### config.mk
export PLATFORM = sky130hd
export DESIGN_NAME = bmp_stream_to_rgba_top
export DESIGN_NICKNAME = d
export VERILOG_FILES = /design/src/hw/rtl/bsr_pkg.sv /design/src/hw/rtl/bmp_stream_to_rgba_top.sv /design/src/hw/rtl/bsr_front.sv /design/src/hw/rtl/bsr_queue.sv /design/src/hw/rtl/bsr_back.sv
export SDC_FILE = /design/constraint.sdc
export NUM_CORES = 1
export LEC_CHECK = 0
export BUFFER_PORTS_ARGS = -buffer_cell sky130_fd_sc_hd__clkbuf_2
export CAP_MARGIN = 15
export CORE_MARGIN = 10
export CORE_UTILIZATION = 60
export CTS_BUF_LIST = sky130_fd_sc_hd__clkbuf_8 sky130_fd_sc_hd__clkbuf_16
export DETAILED_ROUTE_END_ITERATION = 8
export HOLD_SLACK_MARGIN = 0.06
export PLACE_DENSITY = 0.77
export SYNTH_ARGS = -nofsm -noshare
export SYNTH_HDL_FRONTEND = slang
export SYNTH_SLANG_ARGS = --single-unit
### constraint.sdc
create_clock -name clock -period 11.25 [get_ports clock]
set_clock_uncertainty 0.2 [all_clocks]
set_input_delay 1.6875 -clock clock [delete_from_list [all_inputs] [get_ports clock]]
set_output_delay 1.6875 -clock clock [all_outputs]
set_load 0.02 [all_outputs]
### src/hw/rtl/bsr_pkg.sv
`default_nettype none
// ----------------------------------------------------------------------------
// bsr_pkg
// Shared types, header positions and helpers for the BMP byte stream decoder.
// ----------------------------------------------------------------------------
package bsr_pkg;

   localparam int QDepth   = 4;
   localparam int QIdxBits = $clog2(QDepth);
   localparam int QCntBits = $clog2(QDepth + 1);

   localparam logic [31:0] POS_OFFSET_B0   = 32'd10;
   localparam logic [31:0] POS_OFFSET_B1   = 32'd11;
   localparam logic [31:0] POS_OFFSET_B2   = 32'd12;
   localparam logic [31:0] POS_OFFSET_B3   = 32'd13;
   localparam logic [31:0] POS_WIDTH_LO    = 32'd18;
   localparam logic [31:0] POS_WIDTH_HI    = 32'd19;
   localparam logic [31:0] POS_HEIGHT_LO   = 32'd22;
   localparam logic [31:0] POS_HEIGHT_HI   = 32'd23;
   localparam logic [31:0] POS_DEPTH       = 32'd28;
   localparam logic [31:0] POS_COMPRESSION = 32'd30;
   localparam logic [31:0] MIN_DATA_OFFSET = 32'd31;

   localparam logic [7:0] DEPTH_16     = 8'd16;
   localparam logic [7:0] DEPTH_24     = 8'd24;
   localparam logic [7:0] DEPTH_32     = 8'd32;
   localparam logic [7:0] ALPHA_OPAQUE = 8'd255;

   typedef enum logic [1:0] {
      FMT_555,
      FMT_RGB,
      FMT_RGBA,
      FMT_ERR
   } fmt_type;

   typedef enum logic [1:0] {
      ST_PIXEL          = 2'd0,
      ST_NO_COMPRESSION = 2'd1,
      ST_BAD_DEPTH      = 2'd2,
      ST_BAD_OFFSET     = 2'd3
   } status_type;

   typedef struct packed {
      fmt_type     fmt;
      logic [31:0] word;
      status_type  status;
      logic        last;
   } entry_type;

   typedef struct packed {
      logic full;
      logic empty;
   } q_flags_type;

   // floor(x * 8.23) for a 5-bit channel
   function automatic logic [7:0] scale5(input logic [4:0] x);
      logic [7:0] r;
      case (x)
         5'd0:  r = 8'd0;
         5'd1:  r = 8'd8;
         5'd2:  r = 8'd16;
         5'd3:  r = 8'd24;
         5'd4:  r = 8'd32;
         5'd5:  r = 8'd41;
         5'd6:  r = 8'd49;
         5'd7:  r = 8'd57;
         5'd8:  r = 8'd65;
         5'd9:  r = 8'd74;
         5'd10: r = 8'd82;
         5'd11: r = 8'd90;
         5'd12: r = 8'd98;
         5'd13: r = 8'd106;
         5'd14: r = 8'd115;
         5'd15: r = 8'd123;
         5'd16: r = 8'd131;
         5'd17: r = 8'd139;
         5'd18: r = 8'd148;
         5'd19: r = 8'd156;
         5'd20: r = 8'd164;
         5'd21: r = 8'd172;
         5'd22: r = 8'd181;
         5'd23: r = 8'd189;
         5'd24: r = 8'd197;
         5'd25: r = 8'd205;
         5'd26: r = 8'd213;
         5'd27: r = 8'd222;
         5'd28: r = 8'd230;
         5'd29: r = 8'd238;
         5'd30: r = 8'd246;
         default: r = 8'd255;
      endcase
      return r;
   endfunction

endpackage
`default_nettype wire

### src/hw/rtl/bmp_stream_to_rgba_top.sv
`default_nettype none
// A pixel or header error item passes through the queue and then the output register after its last byte is accepted.
// Throughput: one file byte per cycle while the queue is not full.
// A four-entry queue lets bytes keep flowing while rsp_ready is low, until it fills.
// Reset: synchronous, active high; parser back to the header, queue and output emptied.
// ----------------------------------------------------------------------------
// bmp_stream_to_rgba_top
// Uncompressed BMP byte stream to RGBA pixel decoder.
// ----------------------------------------------------------------------------
module bmp_stream_to_rgba_top (
   input  wire logic       clock,
   input  wire logic       reset,
   input  wire logic       req_valid,
   output logic            req_ready,
   input  wire logic [7:0] req_file_byte,
   input  wire logic       req_start_of_file,
   output logic            rsp_valid,
   input  wire logic       rsp_ready,
   output logic [7:0]      rsp_red,
   output logic [7:0]      rsp_green,
   output logic [7:0]      rsp_blue,
   output logic [7:0]      rsp_alpha,
   output logic [1:0]      rsp_status,
   output logic            rsp_last_pixel
);

   bsr_pkg::q_flags_type q_flags;
   bsr_pkg::entry_type   push_entry;
   bsr_pkg::entry_type   head;
   logic                 push;
   logic                 pop;

   assign req_ready = !q_flags.full;

   bsr_front u_front (
      .clock      (clock),
      .reset      (reset),
      .in_valid   (req_valid),
      .in_byte    (req_file_byte),
      .in_sof     (req_start_of_file),
      .q_flags    (q_flags),
      .push       (push),
      .push_entry (push_entry)
   );

   bsr_queue u_queue (
      .clock      (clock),
      .reset      (reset),
      .push       (push),
      .push_entry (push_entry),
      .pop        (pop),
      .head       (head),
      .flags      (q_flags)
   );

   bsr_back u_back (
      .clock      (clock),
      .reset      (reset),
      .head       (head),
      .q_flags    (q_flags),
      .pop        (pop),
      .out_valid  (rsp_valid),
      .out_ready  (rsp_ready),
      .out_red    (rsp_red),
      .out_green  (rsp_green),
      .out_blue   (rsp_blue),
      .out_alpha  (rsp_alpha),
      .out_status (rsp_status),
      .out_last   (rsp_last_pixel)
   );

   a_no_push_when_full : assert property (@(posedge clock) disable iff (reset)
      !(push && q_flags.full))
      else $error("item pushed into a full queue");

   a_no_pop_when_empty : assert property (@(posedge clock) disable iff (reset)
      pop |-> !q_flags.empty)
      else $error("item popped from an empty queue");

   a_error_item_clear : assert property (@(posedge clock) disable iff (reset)
      (rsp_valid && rsp_status != bsr_pkg::ST_PIXEL) |->
         (rsp_red == 8'd0 && rsp_green == 8'd0 && rsp_blue == 8'd0 &&
          rsp_alpha == 8'd0 && !rsp_last_pixel))
      else $error("error item carries pixel data");

   a_reset_empties : assert property (@(posedge clock)
      reset |=> (!rsp_valid && q_flags.empty))
      else $error("reset left items in flight");

endmodule
`default_nettype wire

### src/hw/rtl/bsr_front.sv
`default_nettype none
// ----------------------------------------------------------------------------
// bsr_front
// Header parser and pixel byte gatherer; pushes one entry per pixel or error.
// ----------------------------------------------------------------------------
module bsr_front (
   input  wire logic                clock,
   input  wire logic                reset,
   input  wire logic                in_valid,
   input  wire logic [7:0]          in_byte,
   input  wire logic                in_sof,
   input  wire bsr_pkg::q_flags_type q_flags,
   output logic                     push,
   output bsr_pkg::entry_type       push_entry
);

   typedef enum logic [2:0] {
      PH_HEADER,
      PH_SKIP,
      PH_PIXEL,
      PH_PAD,
      PH_DONE
   } phase_type;

   logic [31:0] pos_ff, pos_in;
   logic [31:0] off_ff, off_in;
   logic [15:0] wid_ff, wid_in;
   logic [15:0] hgt_ff, hgt_in;
   logic [7:0]  dep_ff, dep_in;
   logic [15:0] row_ff, row_in;
   logic [15:0] col_ff, col_in;
   logic [1:0]  bip_ff, bip_in;
   logic [1:0]  pad_ff, pad_in;
   logic [23:0] pix_ff, pix_in;
   phase_type   phase_ff, phase_in;

   logic accept;

   assign accept = in_valid && !q_flags.full;

   always_comb begin
      logic [31:0] pos_v;
      logic [31:0] off_v;
      logic [15:0] wid_v;
      logic [15:0] hgt_v;
      logic [7:0]  dep_v;
      logic [15:0] row_v;
      logic [15:0] col_v;
      logic [1:0]  bip_v;
      logic [1:0]  pad_v;
      logic [23:0] pix_v;
      phase_type   phase_v;
      logic        do_pix;
      logic [2:0]  need_v;
      logic [1:0]  pad_new;
      bsr_pkg::status_type st;

      pos_in     = pos_ff;
      off_in     = off_ff;
      wid_in     = wid_ff;
      hgt_in     = hgt_ff;
      dep_in     = dep_ff;
      row_in     = row_ff;
      col_in     = col_ff;
      bip_in     = bip_ff;
      pad_in     = pad_ff;
      pix_in     = pix_ff;
      phase_in   = phase_ff;
      push       = 1'b0;
      push_entry = '0;
      do_pix     = 1'b0;
      need_v     = 3'd4;
      pad_new    = 2'd0;
      st         = bsr_pkg::ST_PIXEL;

      // start of file restarts from the reset picture
      pos_v   = in_sof ? '0 : pos_ff;
      off_v   = in_sof ? '0 : off_ff;
      wid_v   = in_sof ? '0 : wid_ff;
      hgt_v   = in_sof ? '0 : hgt_ff;
      dep_v   = in_sof ? '0 : dep_ff;
      row_v   = in_sof ? '0 : row_ff;
      col_v   = in_sof ? '0 : col_ff;
      bip_v   = in_sof ? '0 : bip_ff;
      pad_v   = in_sof ? '0 : pad_ff;
      pix_v   = in_sof ? '0 : pix_ff;
      phase_v = in_sof ? PH_HEADER : phase_ff;

      if (accept) begin
         pos_in   = (pos_v == '1) ? pos_v : pos_v + 32'd1;
         off_in   = off_v;
         wid_in   = wid_v;
         hgt_in   = hgt_v;
         dep_in   = dep_v;
         row_in   = row_v;
         col_in   = col_v;
         bip_in   = bip_v;
         pad_in   = pad_v;
         pix_in   = pix_v;
         phase_in = phase_v;

         unique case (phase_v)
            PH_HEADER: begin
               if (pos_v == bsr_pkg::POS_OFFSET_B0) off_in[7:0]   = in_byte;
               if (pos_v == bsr_pkg::POS_OFFSET_B1) off_in[15:8]  = in_byte;
               if (pos_v == bsr_pkg::POS_OFFSET_B2) off_in[23:16] = in_byte;
               if (pos_v == bsr_pkg::POS_OFFSET_B3) off_in[31:24] = in_byte;
               if (pos_v == bsr_pkg::POS_WIDTH_LO)  wid_in[7:0]   = in_byte;
               if (pos_v == bsr_pkg::POS_WIDTH_HI)  wid_in[15:8]  = in_byte;
               if (pos_v == bsr_pkg::POS_HEIGHT_LO) hgt_in[7:0]   = in_byte;
               if (pos_v == bsr_pkg::POS_HEIGHT_HI) hgt_in[15:8]  = in_byte;
               if (pos_v == bsr_pkg::POS_DEPTH)     dep_in        = in_byte;
               if (pos_v == bsr_pkg::POS_COMPRESSION) begin
                  if (in_byte != 8'd0) begin
                     st = bsr_pkg::ST_NO_COMPRESSION;
                  end else if (dep_v != bsr_pkg::DEPTH_16 && dep_v != bsr_pkg::DEPTH_24 &&
                               dep_v != bsr_pkg::DEPTH_32) begin
                     st = bsr_pkg::ST_BAD_DEPTH;
                  end else if (off_v < bsr_pkg::MIN_DATA_OFFSET) begin
                     st = bsr_pkg::ST_BAD_OFFSET;
                  end
                  if (st != bsr_pkg::ST_PIXEL) begin
                     phase_in          = PH_DONE;
                     push              = 1'b1;
                     push_entry.fmt    = bsr_pkg::FMT_ERR;
                     push_entry.status = st;
                  end else if (wid_v == 16'd0 || hgt_v == 16'd0) begin
                     phase_in = PH_DONE;
                  end else begin
                     phase_in = PH_SKIP;
                  end
               end
            end
            PH_SKIP: begin
               if (pos_v >= off_v) begin
                  phase_in = PH_PIXEL;
                  do_pix   = 1'b1;
               end
            end
            PH_PIXEL: begin
               do_pix = 1'b1;
            end
            PH_PAD: begin
               pad_in = pad_v - 2'd1;
               if (pad_v == 2'd1) phase_in = PH_PIXEL;
            end
            PH_DONE: begin
            end
            default: begin
            end
         endcase

         if (do_pix) begin
            if (dep_v == bsr_pkg::DEPTH_16) need_v = 3'd2;
            else if (dep_v == bsr_pkg::DEPTH_24) need_v = 3'd3;
            if ({1'b0, bip_v} + 3'd1 < need_v) begin
               case (bip_v)
                  2'd0:    pix_in[7:0]   = in_byte;
                  2'd1:    pix_in[15:8]  = in_byte;
                  default: pix_in[23:16] = in_byte;
               endcase
               bip_in = bip_v + 2'd1;
            end else begin
               push              = 1'b1;
               push_entry.status = bsr_pkg::ST_PIXEL;
               if (dep_v == bsr_pkg::DEPTH_16) begin
                  push_entry.fmt  = bsr_pkg::FMT_555;
                  push_entry.word = {16'd0, in_byte, pix_v[7:0]};
               end else if (dep_v == bsr_pkg::DEPTH_24) begin
                  push_entry.fmt  = bsr_pkg::FMT_RGB;
                  push_entry.word = {in_byte, pix_v};
               end else begin
                  push_entry.fmt  = bsr_pkg::FMT_RGBA;
                  push_entry.word = {in_byte, pix_v};
               end
               bip_in = 2'd0;
               pix_in = '0;
               if ({1'b0, col_v} + 17'd1 >= {1'b0, wid_v}) begin
                  col_in = '0;
                  if ({1'b0, row_v} + 17'd1 >= {1'b0, hgt_v}) begin
                     push_entry.last = 1'b1;
                     phase_in        = PH_DONE;
                  end else begin
                     row_in = row_v + 16'd1;
                     // rows pad to four bytes
                     if (dep_v == bsr_pkg::DEPTH_16) pad_new = {wid_v[0], 1'b0};
                     else if (dep_v == bsr_pkg::DEPTH_24) pad_new = wid_v[1:0];
                     pad_in   = pad_new;
                     phase_in = (pad_new != 2'd0) ? PH_PAD : PH_PIXEL;
                  end
               end else begin
                  col_in = col_v + 16'd1;
               end
            end
         end
      end
   end

   always_ff @(posedge clock) begin
      if (reset) begin
         pos_ff   <= '0;
         off_ff   <= '0;
         wid_ff   <= '0;
         hgt_ff   <= '0;
         dep_ff   <= '0;
         row_ff   <= '0;
         col_ff   <= '0;
         bip_ff   <= '0;
         pad_ff   <= '0;
         pix_ff   <= '0;
         phase_ff <= PH_HEADER;
      end else begin
         pos_ff   <= pos_in;
         off_ff   <= off_in;
         wid_ff   <= wid_in;
         hgt_ff   <= hgt_in;
         dep_ff   <= dep_in;
         row_ff   <= row_in;
         col_ff   <= col_in;
         bip_ff   <= bip_in;
         pad_ff   <= pad_in;
         pix_ff   <= pix_in;
         phase_ff <= phase_in;
      end
   end

endmodule
`default_nettype wire

### src/hw/rtl/bsr_queue.sv
`default_nettype none
// ----------------------------------------------------------------------------
// bsr_queue
// Short register queue between the parser and the pixel formatter.
// ----------------------------------------------------------------------------
module bsr_queue (
   input  wire logic                clock,
   input  wire logic                reset,
   input  wire logic                push,
   input  wire bsr_pkg::entry_type  push_entry,
   input  wire logic                pop,
   output bsr_pkg::entry_type       head,
   output bsr_pkg::q_flags_type     flags
);

   bsr_pkg::entry_type              mem_ff [bsr_pkg::QDepth];
   logic [bsr_pkg::QIdxBits-1:0]    wr_ptr_ff, wr_ptr_in;
   logic [bsr_pkg::QIdxBits-1:0]    rd_ptr_ff, rd_ptr_in;
   logic [bsr_pkg::QCntBits-1:0]    count_ff, count_in;
   logic                            do_push;
   logic                            do_pop;

   assign flags.full  = (count_ff == bsr_pkg::QCntBits'(bsr_pkg::QDepth));
   assign flags.empty = (count_ff == '0);
   assign do_push     = push && !flags.full;
   assign do_pop      = pop && !flags.empty;
   assign head        = mem_ff[rd_ptr_ff];

   always_comb begin
      wr_ptr_in = do_push ? wr_ptr_ff + bsr_pkg::QIdxBits'(1) : wr_ptr_ff;
      rd_ptr_in = do_pop ? rd_ptr_ff + bsr_pkg::QIdxBits'(1) : rd_ptr_ff;
      count_in  = count_ff;
      if (do_push && !do_pop) count_in = count_ff + bsr_pkg::QCntBits'(1);
      if (!do_push && do_pop) count_in = count_ff - bsr_pkg::QCntBits'(1);
   end

   always_ff @(posedge clock) begin
      if (do_push) mem_ff[wr_ptr_ff] <= push_entry;
      if (reset) begin
         wr_ptr_ff <= '0;
         rd_ptr_ff <= '0;
         count_ff  <= '0;
      end else begin
         wr_ptr_ff <= wr_ptr_in;
         rd_ptr_ff <= rd_ptr_in;
         count_ff  <= count_in;
      end
   end

endmodule
`default_nettype wire

### src/hw/rtl/bsr_back.sv
`default_nettype none
// ----------------------------------------------------------------------------
// bsr_back
// Pixel formatter: expands queued entries into RGBA items with an output register.
// ----------------------------------------------------------------------------
module bsr_back (
   input  wire logic                 clock,
   input  wire logic                 reset,
   input  wire bsr_pkg::entry_type   head,
   input  wire bsr_pkg::q_flags_type q_flags,
   output logic                      pop,
   output logic                      out_valid,
   input  wire logic                 out_ready,
   output logic [7:0]                out_red,
   output logic [7:0]                out_green,
   output logic [7:0]                out_blue,
   output logic [7:0]                out_alpha,
   output logic [1:0]                out_status,
   output logic                      out_last
);

   logic       valid_ff, valid_in;
   logic [7:0] red_ff, red_in;
   logic [7:0] green_ff, green_in;
   logic [7:0] blue_ff, blue_in;
   logic [7:0] alpha_ff, alpha_in;
   logic [1:0] status_ff, status_in;
   logic       last_ff, last_in;

   assign pop = !q_flags.empty && (!valid_ff || out_ready);

   always_comb begin
      valid_in  = valid_ff && !out_ready;
      red_in    = red_ff;
      green_in  = green_ff;
      blue_in   = blue_ff;
      alpha_in  = alpha_ff;
      status_in = status_ff;
      last_in   = last_ff;
      if (pop) begin
         valid_in  = 1'b1;
         status_in = head.status;
         last_in   = head.last;
         unique case (head.fmt)
            bsr_pkg::FMT_555: begin
               blue_in  = bsr_pkg::scale5(head.word[4:0]);
               green_in = bsr_pkg::scale5({head.word[9:8], head.word[7:5]});
               red_in   = bsr_pkg::scale5(head.word[14:10]);
               alpha_in = bsr_pkg::ALPHA_OPAQUE;
            end
            bsr_pkg::FMT_RGB: begin
               blue_in  = head.word[7:0];
               green_in = head.word[15:8];
               red_in   = head.word[31:24];
               alpha_in = bsr_pkg::ALPHA_OPAQUE;
            end
            bsr_pkg::FMT_RGBA: begin
               blue_in  = head.word[7:0];
               green_in = head.word[15:8];
               red_in   = head.word[23:16];
               alpha_in = head.word[31:24];
            end
            default: begin
               blue_in  = '0;
               green_in = '0;
               red_in   = '0;
               alpha_in = '0;
               last_in  = 1'b0;
            end
         endcase
      end
   end

   always_ff @(posedge clock) begin
      red_ff    <= red_in;
      green_ff  <= green_in;
      blue_ff   <= blue_in;
      alpha_ff  <= alpha_in;
      status_ff <= status_in;
      last_ff   <= last_in;
      if (reset) begin
         valid_ff <= 1'b0;
      end else begin
         valid_ff <= valid_in;
      end
   end

   assign out_valid  = valid_ff;
   assign out_red    = red_ff;
   assign out_green  = green_ff;
   assign out_blue   = blue_ff;
   assign out_alpha  = alpha_ff;
   assign out_status = status_ff;
   assign out_last   = last_ff;

endmodule
`default_nettype wire
==> impl_metrics.csv <==
group,metric,value,unit
global_route,met1_usage,30.05,%
floorplanning,rows,63,
floorplanning,die_y,192.9,um
pwr,switchingPower,921.5,uW
place,dp.final_hpwl,28.15,mm
global_route,grt_max_degree,77,
setup_path,crit_type,"in2reg",
sta,worst_slew_pin_slew,887.3,ps
drt,drtIter0Drc,1337,
clocking,cts-resized-gates,0,
global_route,grt_usage,23.12,%
global_route,grt_pass1_vias,13300,
pwr,peakVddDrop,0.1298,mV
sta,min_period,6797,ps
pwr,combPwrFrac,16.3,%
clocking,clk_latency,540,ps
clocking,cts.sinks,360,
sta,hold_viol_final,0,
pwr,leakagePower,0.007317,uW
final_layout,area_growth,10.37,%
pwr,p_per_area,167.0,mW/mm2
logic_synthesis,ys_seq_area_share,50.38,%
drt,drt_first_pass_iters,6,
drt,route.vias.total,13630,
global_route,grt_use_met2,39.06,%
global_route,grt_pass1_wl,69.55,mm
setup_path,reg2reg_slack,6160,ps
sta,rsz0062_at_grt,"false",
setup_path,cp.required,11500,ps
final_layout,antennaDiodeCount,0,
drt,drcViolationCount,0,
clocking,h-tree-depth,2,
sta,slew_violations,0,
sta,setup_viol,0,
setup_path,path_max_fanout,66,
logic_synthesis,synth.avg_cell_area,10.54,um2
logic_synthesis,netlist_instances,1702,
drt,vias_per_cell,6.363,
clocking,cts_setup_buffers,0,
global_route,antenna_found_initial,0,
floorplanning,io_pins,50,
global_route,gr-max-usage-layer,"met2",
run,maxCapViolations,0,
worst_hold_path,hold_path_class,"reg2reg",
final_layout,mostFrequentLayoutCell,"nor2_1",
final_layout,fin_nets,1823,
final_layout,drive_gt1_share,11.64,%
setup_path,end_kind,"register",
drt,ant_nets,0,
sta,max_freq,147.1,MHz
pwr,seqPwrFrac,45.4,%
floorplanning,start_util,60.69,%
clocking,cts-root-buf,"clkbuf_16",
pwr,pwr-share-clk,38.3,%
pwr,p_int,2385,uW
clocking,cts_tree,"done",
global_route,overflow,0,
floorplanning,die_w,192.9,um
sta,final.setup.tns,0,ps
setup_path,setup.worst_path.start_class,"input port",
sta,finalCritPeriodShare,60.42,%
logic_synthesis,synth-edff-count,183,
logic_synthesis,synth_flop_cell,"edfxtp_1",
floorplanning,core_area,0.02956,mm2
floorplanning,die_area,0.03722,mm2
drt,routed_wirelength,43.30,mm
clocking,cts_buffers,38,
sta,maxSlewHeadroom,40.39,%
place,gp_congestion,0.9234,
logic_synthesis,synth-seq-cells,360,
drt,wl_per_cell,20.22,um
pwr,switching_share,27.87,%
logic_synthesis,syn-num-nets,1803,
logic_synthesis,yosysWarningCount,0,
final_layout,layout_common_cells,"nor2_1 (199), nand2_1 (196), edfxtp_1 (183)",
final_layout,final_area,0.01980,mm2
status,outcome,"complete, no violations",
clocking,clkTransAtPathRegs,60,ps
final_layout,nFillCells,2250,
place,placed_area,0.01849,mm2
logic_synthesis,syn-cell-area,0.01794,mm2
place,numPortBuffers,49,
logic_synthesis,synth_cell_type_count,98,
clocking,cts_max_path_buffers,3,
clocking,cts_hold_buf,0,
setup_path,arrival,7050,ps
global_route,globalRouteMet3Util,2.711,%
logic_synthesis,async_reset_ff_share,0,%
layout make-up:
| class | instances | area, um2 | area share [%] |
|---|---|---|---|
| timing repair buffer | 69 | 417.9 | 2.111 |
| inverter | 38 | 142.6 | 0.7204 |
| clock inverter | 23 | 193.9 | 0.9795 |
| tap | 390 | 488.0 | 2.464 |
| multi-input combinational | 1215 | 8432 | 42.58 |
| clock buffer | 47 | 1086 | 5.485 |
| sequential | 360 | 9040 | 45.66 |
path summary, 6_finish.rpt:
path,cells past startpoint,startpoint,end
max reg2reg,15,u_front.col_ff[0]$_SDFFE_PP0P_,u_front.row_ff[7]$_SDFFE_PP0P_
min reg2reg,1,u_front.bip_ff[0]$_SDFFE_PP0P_,u_front.bip_ff[0]$_SDFFE_PP0P_
min,1,u_front.bip_ff[0]$_SDFFE_PP0P_,u_front.bip_ff[0]$_SDFFE_PP0P_
max,18,req_start_of_file,u_queue.count_ff[2]$_SDFFE_PP0P_
cell usage after synthesis (7+ instances only):
library cell / n / area [um2]
a22o_1: 29 / 254.0
nand2b_1: 10 / 62.56
and4_1: 8 / 70.07
o41ai_1: 13 / 113.9
and3_1: 40 / 250.2
buf_2: 12 / 60.06
mux2i_1: 7 / 70.07
mux4_2: 37 / 833.3
inv_1: 36 / 135.1
dfxtp_1: 177 / 3543
a31oi_1: 7 / 43.79
xor2_1: 26 / 227.7
ha_1: 87 / 1089
nor2_1: 203 / 762.0
a32o_1: 10 / 100.1
o21ai_0: 31 / 155.2
xnor2_1: 31 / 271.5
a211oi_1: 9 / 67.56
buf_1: 11 / 41.29
nor2b_1: 43 / 269.0
nor3_1: 30 / 150.1
and2_1: 8 / 50.05
nand3_1: 49 / 245.2
edfxtp_1: 183 / 5495
a22oi_1: 89 / 668.1
or3_1: 7 / 43.79
clkbuf_1: 62 / 232.7
o21ai_1: 14 / 70.07
nand4_1: 29 / 181.4
nand2_1: 196 / 735.7
a21oi_1: 69 / 345.3
nor4_1: 12 / 75.07
power groups by stage:
stage / sequential (uW) / clock, uW / combinational [uW]
2_1_floorplan: 1620 / 0 / 283
3_3_place_gp: 1530 / 0 / 527
3_5_place_dp: 1530 / 0 / 534
4_1_cts: 1500 / 1280 / 539
5_1_grt: 1510 / 1330 / 582
6_report: 1500 / 1270 / 540
cells by family (layout without fill, tap and decap cells):
kind of cell	after synthesis	after routing	share of synthesized area [%]
buffers and inverters	127	177	2.846
xor gates and xnor gates	57	57	2.783
and+or+nand+nor	681	681	18.76
adders and majority gates	88	88	6.179
DFF	360	360	50.38
AOI/OAI and AO/OA	342	342	13.82
muxes	47	47	5.224
routing by layer:
metal,vias to the layer above,part of all wire (%)
li1,6403,-
met2,550,48
met4,0,2.8
met1,6582,42
met3,95,6.8
met5,-,0
sequential cells by signal, summed over array words and instances, names as in the netlist, 3 cells and up, named ones only:
signal and count:
u_front.phase_ff 3, u_queue.mem_ff 148, u_back.out_alpha 8, u_back.out_green 8
u_front.col_ff 16, u_front.wid_ff 16, u_front.dep_ff 8, u_front.pix_ff 24
u_front.hgt_ff 16, u_front.row_ff 16, u_back.out_red 8, u_front.off_ff 32
u_queue.count_ff 3, u_back.out_blue 8, u_front.pos_ff 32
worst max-delay path: stages:
cell and delay, ps:
buf_2 90, buf_4 270, inv_2 620, buf_4 690, nand4_1 340, nand2_1 200
inv_1 70, ha_1 270, nor3_1 190, a211o_4 190, and3b_1 290, o31ai_4 710
ha_1 310, inv_1 70, fa_1 380, xor2_1 160, or3_1 310, a21oi_1 140
stage by stage:
step	instances	total power, uW	hold slack, ps	util, %	worst slack, ps
2_1_floorplan	1702	1900	231.4	-	4513
3_3_place_gp	2071	2054	247.7	62.56	4129
3_5_place_dp	2071	2063	252.1	62.56	4004
4_1_cts	2141	3321	261.0	66.89	4533
5_1_grt	2142	3421	276.1	66.98	4168
6_report	2142	3306	264.0	66.98	4453
No activity file was read; power rests on OpenSTA's default activity.
